--- src/design/usc_pkg.sv ---
`timescale 1ns / 1ps
// ----------------------------------------------------------------------------
// usc_pkg: shared types and constants for the URL syntax checker
// Byte class word, queue sizing, tracker stage codes and result codes.
// ----------------------------------------------------------------------------
package usc_pkg;

  // Byte class word passed from the classifier to the tracker
  typedef struct packed {
    logic last;
    logic is_dot;
    logic is_break;
    logic is_colon;
    logic is_slash;
    logic is_h;
    logic is_t;
    logic is_p;
    logic is_s;
  } cls_t;

  localparam int QDepth = 4;
  localparam int QAw    = $clog2(QDepth);

  localparam logic [7:0] CHR_DOT   = 8'h2E;
  localparam logic [7:0] CHR_LF    = 8'h0A;
  localparam logic [7:0] CHR_CR    = 8'h0D;
  localparam logic [7:0] CHR_COLON = 8'h3A;
  localparam logic [7:0] CHR_SLASH = 8'h2F;
  localparam logic [7:0] CHR_H     = 8'h68;
  localparam logic [7:0] CHR_T     = 8'h74;
  localparam logic [7:0] CHR_P     = 8'h70;
  localparam logic [7:0] CHR_S     = 8'h73;

  // Position in "http:" / "https:"
  localparam logic [2:0] PFX_START = 3'd0;
  localparam logic [2:0] PFX_H     = 3'd1;
  localparam logic [2:0] PFX_HT    = 3'd2;
  localparam logic [2:0] PFX_HTT   = 3'd3;
  localparam logic [2:0] PFX_HTTP  = 3'd4;
  localparam logic [2:0] PFX_HTTPS = 3'd5;
  localparam logic [2:0] PFX_DEAD  = 3'd7;

  // Progress through "://"
  localparam logic [1:0] SEP_NONE  = 2'd0;
  localparam logic [1:0] SEP_COLON = 2'd1;
  localparam logic [1:0] SEP_SLASH = 2'd2;

  // Domain tracking after "://"
  localparam logic [1:0] DOM_IDLE  = 2'd0;
  localparam logic [1:0] DOM_FRESH = 2'd1;
  localparam logic [1:0] DOM_RUN   = 2'd2;

  typedef enum logic [2:0] {
    ERR_NONE       = 3'd0,
    ERR_SEPARATOR  = 3'd1,
    ERR_PROTOCOL   = 3'd2,
    ERR_ZONE       = 3'd3,
    ERR_DOMAIN     = 3'd4,
    ERR_DOUBLE_DOT = 3'd5,
    ERR_TRAIL_DOT  = 3'd6,
    ERR_EMPTY_SUB  = 3'd7
  } err_t;

endpackage

--- src/design/usc_tracker.sv ---
`timescale 1ns / 1ps
// ----------------------------------------------------------------------------
// usc_tracker: pattern tracker and result stage of the URL syntax checker
// Updates the pattern flags per class word and registers the verdict.
// ----------------------------------------------------------------------------
module usc_tracker (
  input  logic          clk,
  input  logic          rst_n,
  input  logic          q_empty,
  input  usc_pkg::cls_t q_word,
  output logic          q_pop,
  output logic          out_empty,
  input  logic          out_pop,
  output logic          out_valid_res,
  output logic [2:0]    out_error_code
);

  logic [2:0]     pfx_r, pfx_nxt;
  logic           pfx_ok_r, pfx_ok_nxt;
  logic [1:0]     sep_r, sep_nxt;
  logic           sep_seen_r, sep_seen_nxt;
  logic           dsb_r, dsb_nxt;
  logic           zone_r, zone_nxt;
  logic [1:0]     dom_r, dom_nxt;
  logic           dom_found_r, dom_found_nxt;
  logic           prev_dot_r, prev_dot_nxt;
  logic           dbl_r, dbl_nxt;
  logic           esub_r, esub_nxt;
  logic           res_vld_r, res_vld_nxt;
  logic           res_ok_r;
  usc_pkg::err_t  res_code_r;
  usc_pkg::err_t  code;
  logic           completes;
  logic           finish;

  usc_pkg::cls_t  w;

  assign w              = q_word;
  assign out_empty      = ~res_vld_r;
  assign out_valid_res  = res_ok_r;
  assign out_error_code = res_code_r;

  // Non-final words always drain; a final word waits for a free result slot
  assign q_pop  = ~q_empty & (~w.last | ~res_vld_r | out_pop);
  assign finish = q_pop & w.last;

  always_comb begin
    pfx_nxt       = pfx_r;
    pfx_ok_nxt    = pfx_ok_r;
    sep_nxt       = sep_r;
    sep_seen_nxt  = sep_seen_r;
    dsb_nxt       = dsb_r;
    zone_nxt      = zone_r;
    dom_nxt       = dom_r;
    dom_found_nxt = dom_found_r;
    dbl_nxt       = dbl_r;
    esub_nxt      = esub_r;
    completes     = 1'b0;

    case (pfx_r)
      usc_pkg::PFX_START: pfx_nxt = w.is_h ? usc_pkg::PFX_H    : usc_pkg::PFX_DEAD;
      usc_pkg::PFX_H:     pfx_nxt = w.is_t ? usc_pkg::PFX_HT   : usc_pkg::PFX_DEAD;
      usc_pkg::PFX_HT:    pfx_nxt = w.is_t ? usc_pkg::PFX_HTT  : usc_pkg::PFX_DEAD;
      usc_pkg::PFX_HTT:   pfx_nxt = w.is_p ? usc_pkg::PFX_HTTP : usc_pkg::PFX_DEAD;
      usc_pkg::PFX_HTTP: begin
        if (w.is_colon) begin
          pfx_ok_nxt = 1'b1;
        end
        pfx_nxt = w.is_s ? usc_pkg::PFX_HTTPS : usc_pkg::PFX_DEAD;
      end
      usc_pkg::PFX_HTTPS: begin
        if (w.is_colon) begin
          pfx_ok_nxt = 1'b1;
        end
        pfx_nxt = usc_pkg::PFX_DEAD;
      end
      default: pfx_nxt = usc_pkg::PFX_DEAD;
    endcase

    if (w.is_break) begin
      dsb_nxt  = 1'b0;
      zone_nxt = 1'b0;
      dom_nxt  = usc_pkg::DOM_IDLE;
    end else begin
      if (dsb_r) begin
        zone_nxt = 1'b1;
      end
      if (w.is_dot) begin
        dsb_nxt = 1'b1;
      end
      if ((dom_r == usc_pkg::DOM_FRESH) & w.is_dot) begin
        esub_nxt = 1'b1;
      end
      if ((dom_r == usc_pkg::DOM_RUN) & w.is_dot) begin
        dom_found_nxt = 1'b1;
      end
      if (dom_r == usc_pkg::DOM_FRESH) begin
        dom_nxt = usc_pkg::DOM_RUN;
      end
    end

    if (w.is_colon) begin
      sep_nxt = usc_pkg::SEP_COLON;
    end else if (w.is_slash & (sep_r == usc_pkg::SEP_COLON)) begin
      sep_nxt = usc_pkg::SEP_SLASH;
    end else if (w.is_slash & (sep_r == usc_pkg::SEP_SLASH)) begin
      sep_nxt   = usc_pkg::SEP_NONE;
      completes = 1'b1;
    end else begin
      sep_nxt = usc_pkg::SEP_NONE;
    end

    if (completes) begin
      sep_seen_nxt = 1'b1;
      if (dom_nxt == usc_pkg::DOM_IDLE) begin
        dom_nxt = usc_pkg::DOM_FRESH;
      end
    end

    if (w.is_dot & prev_dot_r) begin
      dbl_nxt = 1'b1;
    end
    prev_dot_nxt = w.is_dot;
  end

  // First failed check wins, judged on the flags after this byte
  always_comb begin
    if (!sep_seen_nxt) begin
      code = usc_pkg::ERR_SEPARATOR;
    end else if (!pfx_ok_nxt) begin
      code = usc_pkg::ERR_PROTOCOL;
    end else if (!zone_nxt) begin
      code = usc_pkg::ERR_ZONE;
    end else if (!dom_found_nxt) begin
      code = usc_pkg::ERR_DOMAIN;
    end else if (dbl_nxt) begin
      code = usc_pkg::ERR_DOUBLE_DOT;
    end else if (w.is_dot) begin
      code = usc_pkg::ERR_TRAIL_DOT;
    end else if (esub_nxt) begin
      code = usc_pkg::ERR_EMPTY_SUB;
    end else begin
      code = usc_pkg::ERR_NONE;
    end
  end

  always_comb begin
    res_vld_nxt = res_vld_r;
    if (finish) begin
      res_vld_nxt = 1'b1;
    end else if (out_pop & res_vld_r) begin
      res_vld_nxt = 1'b0;
    end
  end

  always_ff @(posedge clk) begin
    if (!rst_n || finish) begin
      // Clear all flags at reset and after the last byte of each URL
      pfx_r       <= usc_pkg::PFX_START;
      pfx_ok_r    <= 1'b0;
      sep_r       <= usc_pkg::SEP_NONE;
      sep_seen_r  <= 1'b0;
      dsb_r       <= 1'b0;
      zone_r      <= 1'b0;
      dom_r       <= usc_pkg::DOM_IDLE;
      dom_found_r <= 1'b0;
      prev_dot_r  <= 1'b0;
      dbl_r       <= 1'b0;
      esub_r      <= 1'b0;
    end else if (q_pop) begin
      pfx_r       <= pfx_nxt;
      pfx_ok_r    <= pfx_ok_nxt;
      sep_r       <= sep_nxt;
      sep_seen_r  <= sep_seen_nxt;
      dsb_r       <= dsb_nxt;
      zone_r      <= zone_nxt;
      dom_r       <= dom_nxt;
      dom_found_r <= dom_found_nxt;
      prev_dot_r  <= prev_dot_nxt;
      dbl_r       <= dbl_nxt;
      esub_r      <= esub_nxt;
    end
  end

  always_ff @(posedge clk) begin
    if (!rst_n) begin
      res_vld_r <= 1'b0;
    end else begin
      res_vld_r <= res_vld_nxt;
    end
  end

  always_ff @(posedge clk) begin
    if (finish) begin
      res_ok_r   <= (code == usc_pkg::ERR_NONE);
      res_code_r <= code;
    end
  end

endmodule

--- config.mk ---
export PLATFORM = sky130hd
export DESIGN_NAME = usc_tracker
export DESIGN_NICKNAME = d
export VERILOG_FILES = /design/src/design/usc_pkg.sv /design/src/design/usc_tracker.sv
export SDC_FILE = /design/constraint.sdc
export NUM_CORES = 1
export LEC_CHECK = 0
export BUFFER_PORTS_ARGS = -buffer_cell sky130_fd_sc_hd__buf_2
export CELL_PAD_IN_SITES_DETAIL_PLACEMENT = 1
export CELL_PAD_IN_SITES_GLOBAL_PLACEMENT = 1
export CORE_ASPECT_RATIO = 1.1
export CORE_UTILIZATION = 38
export DETAILED_ROUTE_END_ITERATION = 8
export GPL_ROUTABILITY_DRIVEN = 1
export PLACE_DENSITY = 0.77
export SYNTH_ARGS = -nofsm -noshare
export SYNTH_HDL_FRONTEND = slang
export SYNTH_SLANG_ARGS = --single-unit
export TNS_END_PERCENT = 1
--- constraint.sdc ---
create_clock -name clk -period 2.6 [get_ports clk]
set_input_delay 0.39 -clock clk [delete_from_list [all_inputs] [get_ports clk]]
set_output_delay 0.39 -clock clk [all_outputs]
set_load 0.02 [all_outputs]
==> results of run 1 <==
## cell type report
type	instances	share of cell area (%)
multi-input combinational	73	44.3
sequential	20	40.0
clock buffer	3	2.05
timing repair buffer	18	8.18
tap	30	3.41
inverter	5	1.70
clock inverter	1	0.341
## cell families after synthesis
kind of cell	count (synthesis)	synth area share [%]
multiplexers	2	2.18
buffers and inverters	9	4.87
AO/OA/AOI/OAI	37	25.8
AND/OR/NAND/NOR	34	22.1
flip-flops	20	45.1
## state kept, by name, summed over array words and instances (netlist names)
signal / count
dbl_r: 1
esub_r: 1
sep_seen_r: 1
pfx_r: 3
res_vld_r: 1
dom_found_r: 1
sep_r: 2
prev_dot_r: 1
pfx_ok_r: 1
out_error_code: 3
out_valid_res: 1
dom_r: 2
zone_r: 1
dsb_r: 1
## per-layer routing
layer | global-route usage (%) | vias up | wire, um
met1 | 21.1 | 417 | 1030
met5 | 0 | - | 0
met2 | 34.9 | 19 | 1140
met4 | 12.0 | 0 | 21
li1 | - | 429 | -
met3 | 2.73 | 2 | 83
## cells in the final DEF, fill, tap and decap left out, drive strengths merged, types with 2 or more instances in the layout
| cell | netlist | routed |
|---|---|---|
| buf | 4 | 18 |
| dfxtp | 16 | 16 |
| nor2 | 10 | 10 |
| a21oi | 10 | 10 |
| o21ai | 8 | 8 |
| inv | 4 | 4 |
| a31oi | 4 | 4 |
| edfxtp | 4 | 4 |
| nand3b | 3 | 3 |
| nand3 | 3 | 3 |
| a211oi | 3 | 3 |
| clkbuf | 0 | 3 |
| and3b | 2 | 2 |
| nand2b | 2 | 2 |
| nor4b | 2 | 2 |
| clkinv | 1 | 2 |
| o2111ai | 2 | 2 |
| nor2b | 2 | 2 |
| nor3 | 2 | 2 |
| a41oi | 2 | 2 |
| nor4bb | 2 | 2 |
## per-stage QoR
| stage | worst slack [ns] | hold slack [ns] |
|---|---|---|
| 2_1_floorplan | 1.19 | 0.448 |
| 3_3_place_gp | 1.05 | 0.476 |
| 3_5_place_dp | 0.990 | 0.479 |
| 4_1_cts | 0.844 | 0.301 |
| 5_1_grt | 0.784 | 0.315 |
| 6_report | 0.857 | 0.307 |
## power by group through the flow
stage          sequential (mW)  combinational, mW  clock [mW]
4_1_cts                  0.335             0.0688       0.153
2_1_floorplan            0.341             0.0430           0
3_5_place_dp             0.342             0.0687           0
6_report                 0.335             0.0683       0.148
5_1_grt                  0.336             0.0759       0.165
3_3_place_gp             0.342             0.0655           0
## worst max path at each step
stage	from	endpoint	slack (ns)
6_report	res_vld_r$_SDFFE_PN0P_	q_pop	0.86
5_1_grt	res_vld_r$_SDFFE_PN0P_	q_pop	0.78
4_1_cts	res_vld_r$_SDFFE_PN0P_	q_pop	0.84
3_5_place_dp	q_empty	dom_r[1]$_SDFFE_PP0P_	0.99
3_3_place_gp	q_word[8]	q_pop	1.05
2_1_floorplan	out_pop	q_pop	1.19
==> metrics.log, run 1 <==
[metrics] clk slew on worst S/H paths: 0.12 ns
[metrics] cell area after synthesis: 976 um2
[metrics] Async SR Flop Fraction: 0%
[metrics] total number of nets in the final design: 134
[metrics] Skew-Pair Late Insertion Delay: around 0.3 ns
[metrics] area of the die: 0.00278 mm2
[metrics] number of top-level pins: 19
[metrics] area of the placeable core: roughly 0.0023 mm2
[metrics] Post-Syn Nets: 115
[metrics] Detail Placement HPWL: 1720 um
[metrics] number of placed cells counting well taps: 146
[metrics] leading cell type by number of instances after synthesis: sky130_fd_sc_hd__dfxtp_1
[metrics] synthesized instance count: 102
[metrics] buffers inserted during post-CTS setup optimization: 0
[metrics] Critical-path top delay cell: sky130_fd_sc_hd__dfxtp_1
[metrics] vias in the first global route: a little under 900
[metrics] global-route wire length before repair: ~3900 um
[metrics] Fin Setup TNS: 0 ns
[metrics] initial antenna violation count: 0
[metrics] register share of total power: around three fifths
[metrics] initial detailed-routing violation count: 12
[metrics] final routed wirelength across all metal layers: roughly 2300 um
[metrics] clk sink count: 20
[metrics] worst slew margin relative to its limit: 55.6%
[metrics] switching fraction of total power: 25.8%
[metrics] flop-to-flop setup slack: 1.19 ns
[metrics] top cells by count, synth: sky130_fd_sc_hd__dfxtp_1, sky130_fd_sc_hd__nor2_1, sky130_fd_sc_hd__a21oi_1
[metrics] endpoint required time on the critical path: approximately 2.2 ns
[metrics] Critical path buffers and inverters: 1
[metrics] net switching power of the design: 142 uW
[metrics] number of CTS-inserted buffers: 3
[metrics] overflow left after global routing: 0
[metrics] first drt pass iteration count: 4
[metrics] Cell Int Power: around 410 uW
[metrics] register cell area after layout: 440 um2
[metrics] delay-heaviest family, CP: simple AND/OR/NAND/NOR gates
[metrics] sequential area share after synthesis: between 40% and 50%
[metrics] critical-path maximum fanout: 8
[metrics] dominant cells by area after synthesis: sky130_fd_sc_hd__dfxtp_1, sky130_fd_sc_hd__edfxtp_1, sky130_fd_sc_hd__a21oi_1
[metrics] largest vdd supply drop: 284 uV
[metrics] post-synthesis cell type with the largest combined area: sky130_fd_sc_hd__dfxtp_1
[metrics] part of the power in combinational logic: roughly 12%
[metrics] post-layout instance count excluding filler cells: 150
[metrics] Crit path largest cell delay: about 0.35 ns
[metrics] power per cell area: 501 mW/mm2
[metrics] Longest Clk Path Bufs: 2
[metrics] top cell type's share of synthesized area: 32.8%
[metrics] share of cells above drive strength 1: between 20% and 30%
[metrics] hold crit path type: input port to flip-flop
[metrics] cell count of the worst reg-to-reg path: 3
[metrics] fillcell total: 298
[metrics] maximum number of pins on one net before global-route repair: 16
[metrics] number of standard-cell rows in the floorplan: 18
[metrics] DRC viols: 0
[metrics] post-DR vias/cell: 5.78
[metrics] total chip power: between 500 and 600 uW
[metrics] crit path time final: 1.74 ns
[metrics] footprint of the multi-input gates: about 490 um2
[metrics] wire length per cell: about 15 um
[metrics] critical hold path startpoint: rst_n
[metrics] Area growth, synth to finish: 12.8%
[metrics] status: completed
[metrics] number of port buffers: 18
[metrics] Initial Utilization: 41.7%
[metrics] horizontal die dimension: 50.3 um
[metrics] unrepaired setup endpoints after global routing: false
[metrics] number of endpoints failing setup at the final stage: 0
[metrics] number of hold violations in the final report: 0
[metrics] capture point of the worst reg-to-reg path: out_error_code[1]$_DFFE_PP_
[metrics] final design utilization: 47.0%
[metrics] class of the most critical setup path: flip-flop to output pin
[metrics] max_cap viols: 0
[metrics] number of pins with negative max-slew slack in the final report: 0
[metrics] H-tree lvl count: 1
[metrics] final estimated routing congestion in global placement: 0.754
[metrics] number of warning messages in the yosys log: 0
[metrics] hold buffer count at cts: 0
[metrics] Static Leakage: 0.382 nW
[metrics] final design area excluding fillers: 0.00110 mm2
[metrics] worst setup skew after layout: 0.0107 ns
[metrics] cell depth of the worst min-delay path: 2
[metrics] timing-limited maximum frequency: 574 MHz
[metrics] Chip Height: 55.2 um
[metrics] clk root buf: sky130_fd_sc_hd__clkbuf_4
[metrics] Detail Route Antenna Nets: 0
[metrics] Worst R2R Start: pfx_r[1]$_SDFFE_PP0P_
[metrics] Resize count post-CTS: 0
[metrics] instance area at placement: 0.00107 mm2
[metrics] fraction of the cycle the final worst path needs: 67.1%
[metrics] EDFF count, synth: 4
[metrics] number of vias in the routed layout: 867
[metrics] count of different cell masters after synthesis: 41
[metrics] ant diodes: 0
[metrics] hold worst-path end: res_vld_r$_SDFFE_PN0P_
[metrics] transition time of the tightest slew-check pin: roughly 0.67 ns
[metrics] crit start category: flip-flop
[metrics] flops & latches, synth: 20
[metrics] cell breakdown of the critical path: and3b_1, nor2_1, buf_2
[metrics] clock group share of total power: between 20 and 30%
[metrics] syn avg cell area: 9.57 um2
[metrics] overall track demand over capacity in global routing: 19.0%
[metrics] logic depth of the worst path, buffers included: 3
[metrics] element type at the critical path end: output pin
[metrics] dominant synthesized flop cell: sky130_fd_sc_hd__dfxtp_1
[metrics] clock tree from TritonCTS: done
[metrics] CP arrival: 1.35 ns
No activity file was read; power rests on OpenSTA's default activity.
==> inputs of run 2 (changes only) <==
clock period = 1.65 ns   (was 2.6 ns; I/O delays follow)
==> run 2 against run 1 <==
Against the previous run: die area did not move; design area rose by 2.4%; worst hold slack got worse by 0.14 ns; global-route usage fell by 0.95 points; total power rose by 68%; highest routed layer unchanged; non-clock buffer count rose by 2; sequential share of layout area fell by 0.93 points; critical path depth did not move; largest cell class unchanged; flip-flop and latch count did not move.
==> metrics.log, run 2 (synthesis gave the netlist of run 1 again) <==
[metrics] status: completed
[metrics] Fin Setup TNS: 0 ns
[metrics] overall track demand over capacity in global routing: 18.1%
[metrics] max_cap viols: 0
[metrics] worst slew margin relative to its limit: 75.9%
[metrics] global-route wire length before repair: 3730 um
[metrics] final routed wirelength across all metal layers: 2310 um
[metrics] transition time of the tightest slew-check pin: 0.357 ns
[metrics] H-tree lvl count: 1
[metrics] number of vias in the routed layout: 863
[metrics] number of top-level pins: 19
[metrics] area of the die: 0.00278 mm2
[metrics] footprint of the multi-input gates: 489 um2
[metrics] unrepaired setup endpoints after global routing: false
[metrics] met2 Track Usage GR: ~33%
[metrics] area of the placeable core: 0.00234 mm2
[metrics] final estimated routing congestion in global placement: 0.830
[metrics] horizontal die dimension: 50.3 um
[metrics] total number of nets in the final design: 136
[metrics] number of endpoints failing setup at the final stage: 0
[metrics] Initial Utilization: 41.7%
[metrics] number of hold violations in the final report: 0
[metrics] fillcell total: 286
[metrics] Detail Placement HPWL: 1710 um
[metrics] ant diodes: 0
[metrics] commonest cells after routing, fill and taps aside: sky130_fd_sc_hd__buf_2, sky130_fd_sc_hd__dfxtp_1, sky130_fd_sc_hd__nor2_1, sky130_fd_sc_hd__a21oi_1, sky130_fd_sc_hd__o21ai_0
[metrics] Detail Route Antenna Nets: 0
[metrics] most common cell after layout, fill and taps aside: sky130_fd_sc_hd__buf_2
[metrics] vias in the first global route: 842
[metrics] initial antenna violation count: 0
[metrics] DRC viols: 0
[metrics] critical-path maximum fanout: 8
[metrics] number of CTS-inserted buffers: 3
[metrics] number of placed cells counting well taps: 148
[metrics] first drt pass iteration count: 4
[metrics] share of cells above drive strength 1: 26.2%
[metrics] power per cell area: 819 mW/mm2
[metrics] critical hold path startpoint: rst_n
[metrics] M3 GR Usage: 3.28%
[metrics] register cell area after layout: 440 um2
[metrics] clk sink count: 20
[metrics] post-DR vias/cell: between 5 and 6
[metrics] clk slew on worst S/H paths: 0.12 ns
[metrics] CP arrival: around 1.3 ns
[metrics] initial detailed-routing violation count: 18
[metrics] timing-limited maximum frequency: 641 MHz
[metrics] post-layout instance count excluding filler cells: 152
[metrics] number of pins with negative max-slew slack in the final report: 0
[metrics] number of standard-cell rows in the floorplan: 18
[metrics] element type at the critical path end: output pin
[metrics] clk root buf: sky130_fd_sc_hd__clkbuf_4
[metrics] largest vdd supply drop: slightly above 400 uV
[metrics] crit path time final: 1.56 ns
[metrics] Area growth, synth to finish: 15.5%
[metrics] endpoint required time on the critical path: 1.40 ns
[metrics] wire length per cell: approximately 15 um
[metrics] Skew-Pair Late Insertion Delay: 0.30 ns
[metrics] Worst R2R Start: pfx_r[1]$_SDFFE_PP0P_
[metrics] first element of the critical path: res_vld_r$_SDFFE_PN0P_
[metrics] Chip Height: 55.2 um
[metrics] fraction of the cycle the final worst path needs: 94.6%
[metrics] class of the most critical setup path: flip-flop to output pin
[metrics] hold crit path type: input port to flip-flop
[metrics] maximum number of pins on one net before global-route repair: 16
[metrics] overflow left after global routing: 0
[metrics] worst setup skew after layout: 0.00575 ns
[metrics] crit start category: flip-flop
[metrics] number of port buffers: 18
[metrics] GR Util met1: a little over a fifth
[metrics] clock tree from TritonCTS: done
[metrics] Static Leakage: 0.396 nW
[metrics] Longest Clk Path Bufs: 2
[metrics] gr busiest metal: met2
## run 2: cell types whose count changed in the layout (fill, tap and decap cells not counted), sizes merged
cell	before	now
buf	18	20
clkbuf	3	4
clkinv	2	1
## run 2: worst paths after layout
check	endpoint	slack, ns	depth (start not counted)
max reg2reg	out_error_code[1]$_DFFE_PP_	0.29	3
max	q_pop	0.09	3
min	res_vld_r$_SDFFE_PN0P_	0.17	2
min reg2reg	pfx_r[2]$_SDFFE_PP0P_	0.50	2
## run 2: worst max-delay path, cell delays in order, from the launching register on
cell and delay, ns:
sky130_fd_sc_hd__dfxtp_1 0.36, sky130_fd_sc_hd__and3b_2 0.28, sky130_fd_sc_hd__nor2_1 0.17, sky130_fd_sc_hd__buf_2 0.20
## run 2: layer usage
layer  wire [um]  up-vias
met5           0        -
met4          27        0
met3          67        4
met2        1090       17
met1        1120      406
li1            -      436
## run 2: area by class of cell
cell class	instances	area share, %
well taps	30	3.33
flip-flops and latches	20	39.1
inverters	5	1.66
repair buffers	20	9.32
clock buffers	4	3.22
multi-input cells	73	43.4
## run 2: power breakdown
| group | switching [mW] | total, mW | internal, mW | leakage (nW) |
|---|---|---|---|---|
| sequential | 0.0146 | 0.527 | 0.513 | 0.166 |
| clock | 0.151 | 0.285 | 0.134 | 0.0210 |
| combinational | 0.0646 | 0.111 | 0.0463 | 0.209 |
## run 2: per-stage QoR
stage | util (%) | setup WS (ns) | instance area [um2] | hold slack (ns) | power [mW]
floorplan | - | 0.416 | 976 | 0.343 | 0.606
global placement | 46.5 | 0.332 | 1090 | 0.475 | 0.646
detailed placement | 46.5 | 0.313 | 1090 | 0.482 | 0.650
CTS | 48.1 | 0.0207 | 1130 | 0.157 | 0.937
global route | 48.1 | 0.00487 | 1130 | 0.166 | 0.966
finish | 48.1 | 0.0893 | 1130 | 0.166 | 0.924
## run 2: timing repair
action / in CTS / in global routing
setup buffers: 0 / 0
hold buffers: 0 / 0
resized for setup: 0 / 1
endpoints found under the setup margin: 0 / 1
==> inputs of run 3 (changes only) <==
CORE_ASPECT_RATIO = 0.75   (was 1.1)
GPL_TIMING_DRIVEN = 0   (was not set)
==> run 3 against run 2 <==
Against the previous run: die area about the same; first-iteration DRC count increased by 28%; non-clock buffer count rose by 2; utilization hardly changed; combinational power hardly changed; worst setup slack gained 0.017 ns.
==> metrics.log, run 3 (synthesis gave the netlist of run 1 again) <==
[metrics] status: completed
[metrics] cell depth of the worst min-delay path: 2
[metrics] horizontal die dimension: 60.5 um
[metrics] DRC viols: 0
[metrics] number of endpoints failing setup at the final stage: 0
[metrics] overall track demand over capacity in global routing: 18.5%
[metrics] fraction of the cycle the final worst path needs: 93.6%
[metrics] Area growth, synth to finish: 16.5%
[metrics] number of top-level pins: 19
[metrics] Longest Clk Path Bufs: 2
[metrics] Skew-Pair Late Insertion Delay: around 0.30 ns
[metrics] element type at the critical path end: output pin
[metrics] delay-heaviest family, CP: flip-flops
[metrics] max_cap viols: 0
[metrics] final estimated routing congestion in global placement: 0.741
[metrics] cell breakdown of the critical path: and3b_1, buf_6, nor2_2, buf_2
[metrics] area of the die: roughly 0.0028 mm2
[metrics] commonest cells after routing, fill and taps aside: sky130_fd_sc_hd__buf_2, sky130_fd_sc_hd__dfxtp_1, sky130_fd_sc_hd__nor2_1, sky130_fd_sc_hd__a21oi_1, sky130_fd_sc_hd__o21ai_0
[metrics] share of cells above drive strength 1: 26.6%
[metrics] CP arrival: 1.30 ns
[metrics] number of CTS-inserted buffers: 3
[metrics] Critical path buffers and inverters: 2
[metrics] final design utilization: 48.1%
[metrics] Static Leakage: ~0.40 nW
[metrics] worst setup skew after layout: 0.00490 ns
[metrics] flop-to-flop setup slack: 0.29 ns
[metrics] class of the most critical setup path: flip-flop to output pin
[metrics] unrepaired setup endpoints after global routing: false
[metrics] number of vias in the routed layout: 876
[metrics] clk slew on worst S/H paths: around 0.12 ns
[metrics] transition time of the tightest slew-check pin: roughly 0.49 ns
[metrics] capture point of the worst reg-to-reg path: out_error_code[1]$_DFFE_PP_
[metrics] largest vdd supply drop: 497 uV
[metrics] vias in the first global route: 782
[metrics] Crit path largest cell delay: between 0.3 and 0.4 ns
[metrics] Fin Setup TNS: 0 ns
[metrics] Initial Utilization: 41.3%
[metrics] cell count of the worst reg-to-reg path: 3
[metrics] overflow left after global routing: 0
[metrics] number of standard-cell rows in the floorplan: 15
[metrics] wire length per cell: 14.2 um
[metrics] total number of nets in the final design: 138
[metrics] ant diodes: 0
[metrics] initial antenna violation count: 0
[metrics] Critical-path top delay cell: sky130_fd_sc_hd__dfxtp_1
[metrics] critical-path maximum fanout: 8
[metrics] worst slew margin relative to its limit: 66.6%
[metrics] power per cell area: 782 mW/mm2
[metrics] crit path time final: 1.54 ns
[metrics] area of the placeable core: around 0.0024 mm2
[metrics] number of pins with negative max-slew slack in the final report: 0
[metrics] clock tree from TritonCTS: done
[metrics] post-DR vias/cell: 5.54
[metrics] clk sink count: 20
[metrics] hold crit path type: input port to flip-flop
[metrics] timing-limited maximum frequency: 648 MHz
[metrics] Detail Placement HPWL: ~1700 um
[metrics] global-route wire length before repair: 3660 um
[metrics] hold worst-path end: res_vld_r$_SDFFE_PN0P_
[metrics] fillcell total: 299
[metrics] Chip Height: 45.9 um
[metrics] H-tree lvl count: 1
[metrics] initial detailed-routing violation count: 23
[metrics] critical hold path startpoint: rst_n
[metrics] final routed wirelength across all metal layers: 2240 um
[metrics] Detail Route Antenna Nets: 0
[metrics] crit start category: flip-flop
[metrics] clk root buf: sky130_fd_sc_hd__clkbuf_4
[metrics] Worst R2R Start: pfx_r[1]$_SDFFE_PP0P_
[metrics] most common cell after layout, fill and taps aside: sky130_fd_sc_hd__buf_2
[metrics] first drt pass iteration count: 4
[metrics] total chip power: 890 uW
[metrics] maximum number of pins on one net before global-route repair: 12
[metrics] endpoint required time on the critical path: 1.40 ns
[metrics] number of port buffers: 18
[metrics] number of hold violations in the final report: 0
==> run 3: cell count changes in the layout (fill, tap and decap cells not counted) <==
cell	previous run	this run
sky130_fd_sc_hd__clkbuf_1	0	1
sky130_fd_sc_hd__buf_6	0	1
sky130_fd_sc_hd__and3b_2	1	0
sky130_fd_sc_hd__and3b_1	1	2
sky130_fd_sc_hd__buf_2	18	20
sky130_fd_sc_hd__nor2_1	10	9
sky130_fd_sc_hd__buf_4	2	1
sky130_fd_sc_hd__nor2_2	0	1
sky130_fd_sc_hd__clkbuf_8	1	0
==> run 3: through the flow <==
stage / hold WS, ns / instances / cell area, um2 / setup slack [ns]
after floorplan: 0.343 / 102 / 976 / 0.416
after global placement: 0.473 / 154 / 1110 / 0.301
after detailed placement: 0.487 / 154 / 1110 / 0.300
after CTS: 0.159 / 158 / 1130 / 0.0322
after global routing: 0.161 / 158 / 1140 / 0.0329
final: 0.166 / 158 / 1140 / 0.106
==> run 3: worst max path at each step <==
stage,endpoint,cells after the start,from
after floorplan,out_error_code[1]$_DFFE_PP_,3,pfx_r[1]$_SDFFE_PP0P_
after global placement,out_error_code[1]$_DFFE_PP_,3,pfx_r[1]$_SDFFE_PP0P_
after detailed placement,out_error_code[1]$_DFFE_PP_,3,pfx_r[1]$_SDFFE_PP0P_
after CTS,q_pop,4,res_vld_r$_SDFFE_PN0P_
after global routing,q_pop,4,res_vld_r$_SDFFE_PN0P_
final,q_pop,4,res_vld_r$_SDFFE_PN0P_
==> run 3: layout make-up <==
type	count	area, um2	share of cell area (%)
inverters	5	18.8	1.65
well taps	34	42.5	3.74
clock buffers	4	26.3	2.31
multi-input cells	73	490	43.1
plain buffers	4	28.8	2.53
flip-flops and latches	20	440	38.7
repair buffers	18	90.1	7.92
==> run 3: repair_timing <==
item / in CTS / in global routing
hold buffers: 0 / 0
setup endpoints to repair: 0 / 1
resized for setup: 0 / 1
setup buffers: 0 / 0
==> run 3: report_power, final <==
group / leakage, nW / internal (mW) / switching (mW)
clock: 0.0150 / 0.0943 / 0.156
sequential: 0.166 / 0.513 / 0.0146
combinational: 0.218 / 0.0479 / 0.0646
==> run 3: per-layer routing <==
layer  routed length (um)  track usage, %  up-vias
met5                    0               0        -
met4                   13            4.09        0
met3                   84            5.97        2
met2                 1040            29.2       17
met1                 1100            24.7      420
li1                     -               -      437
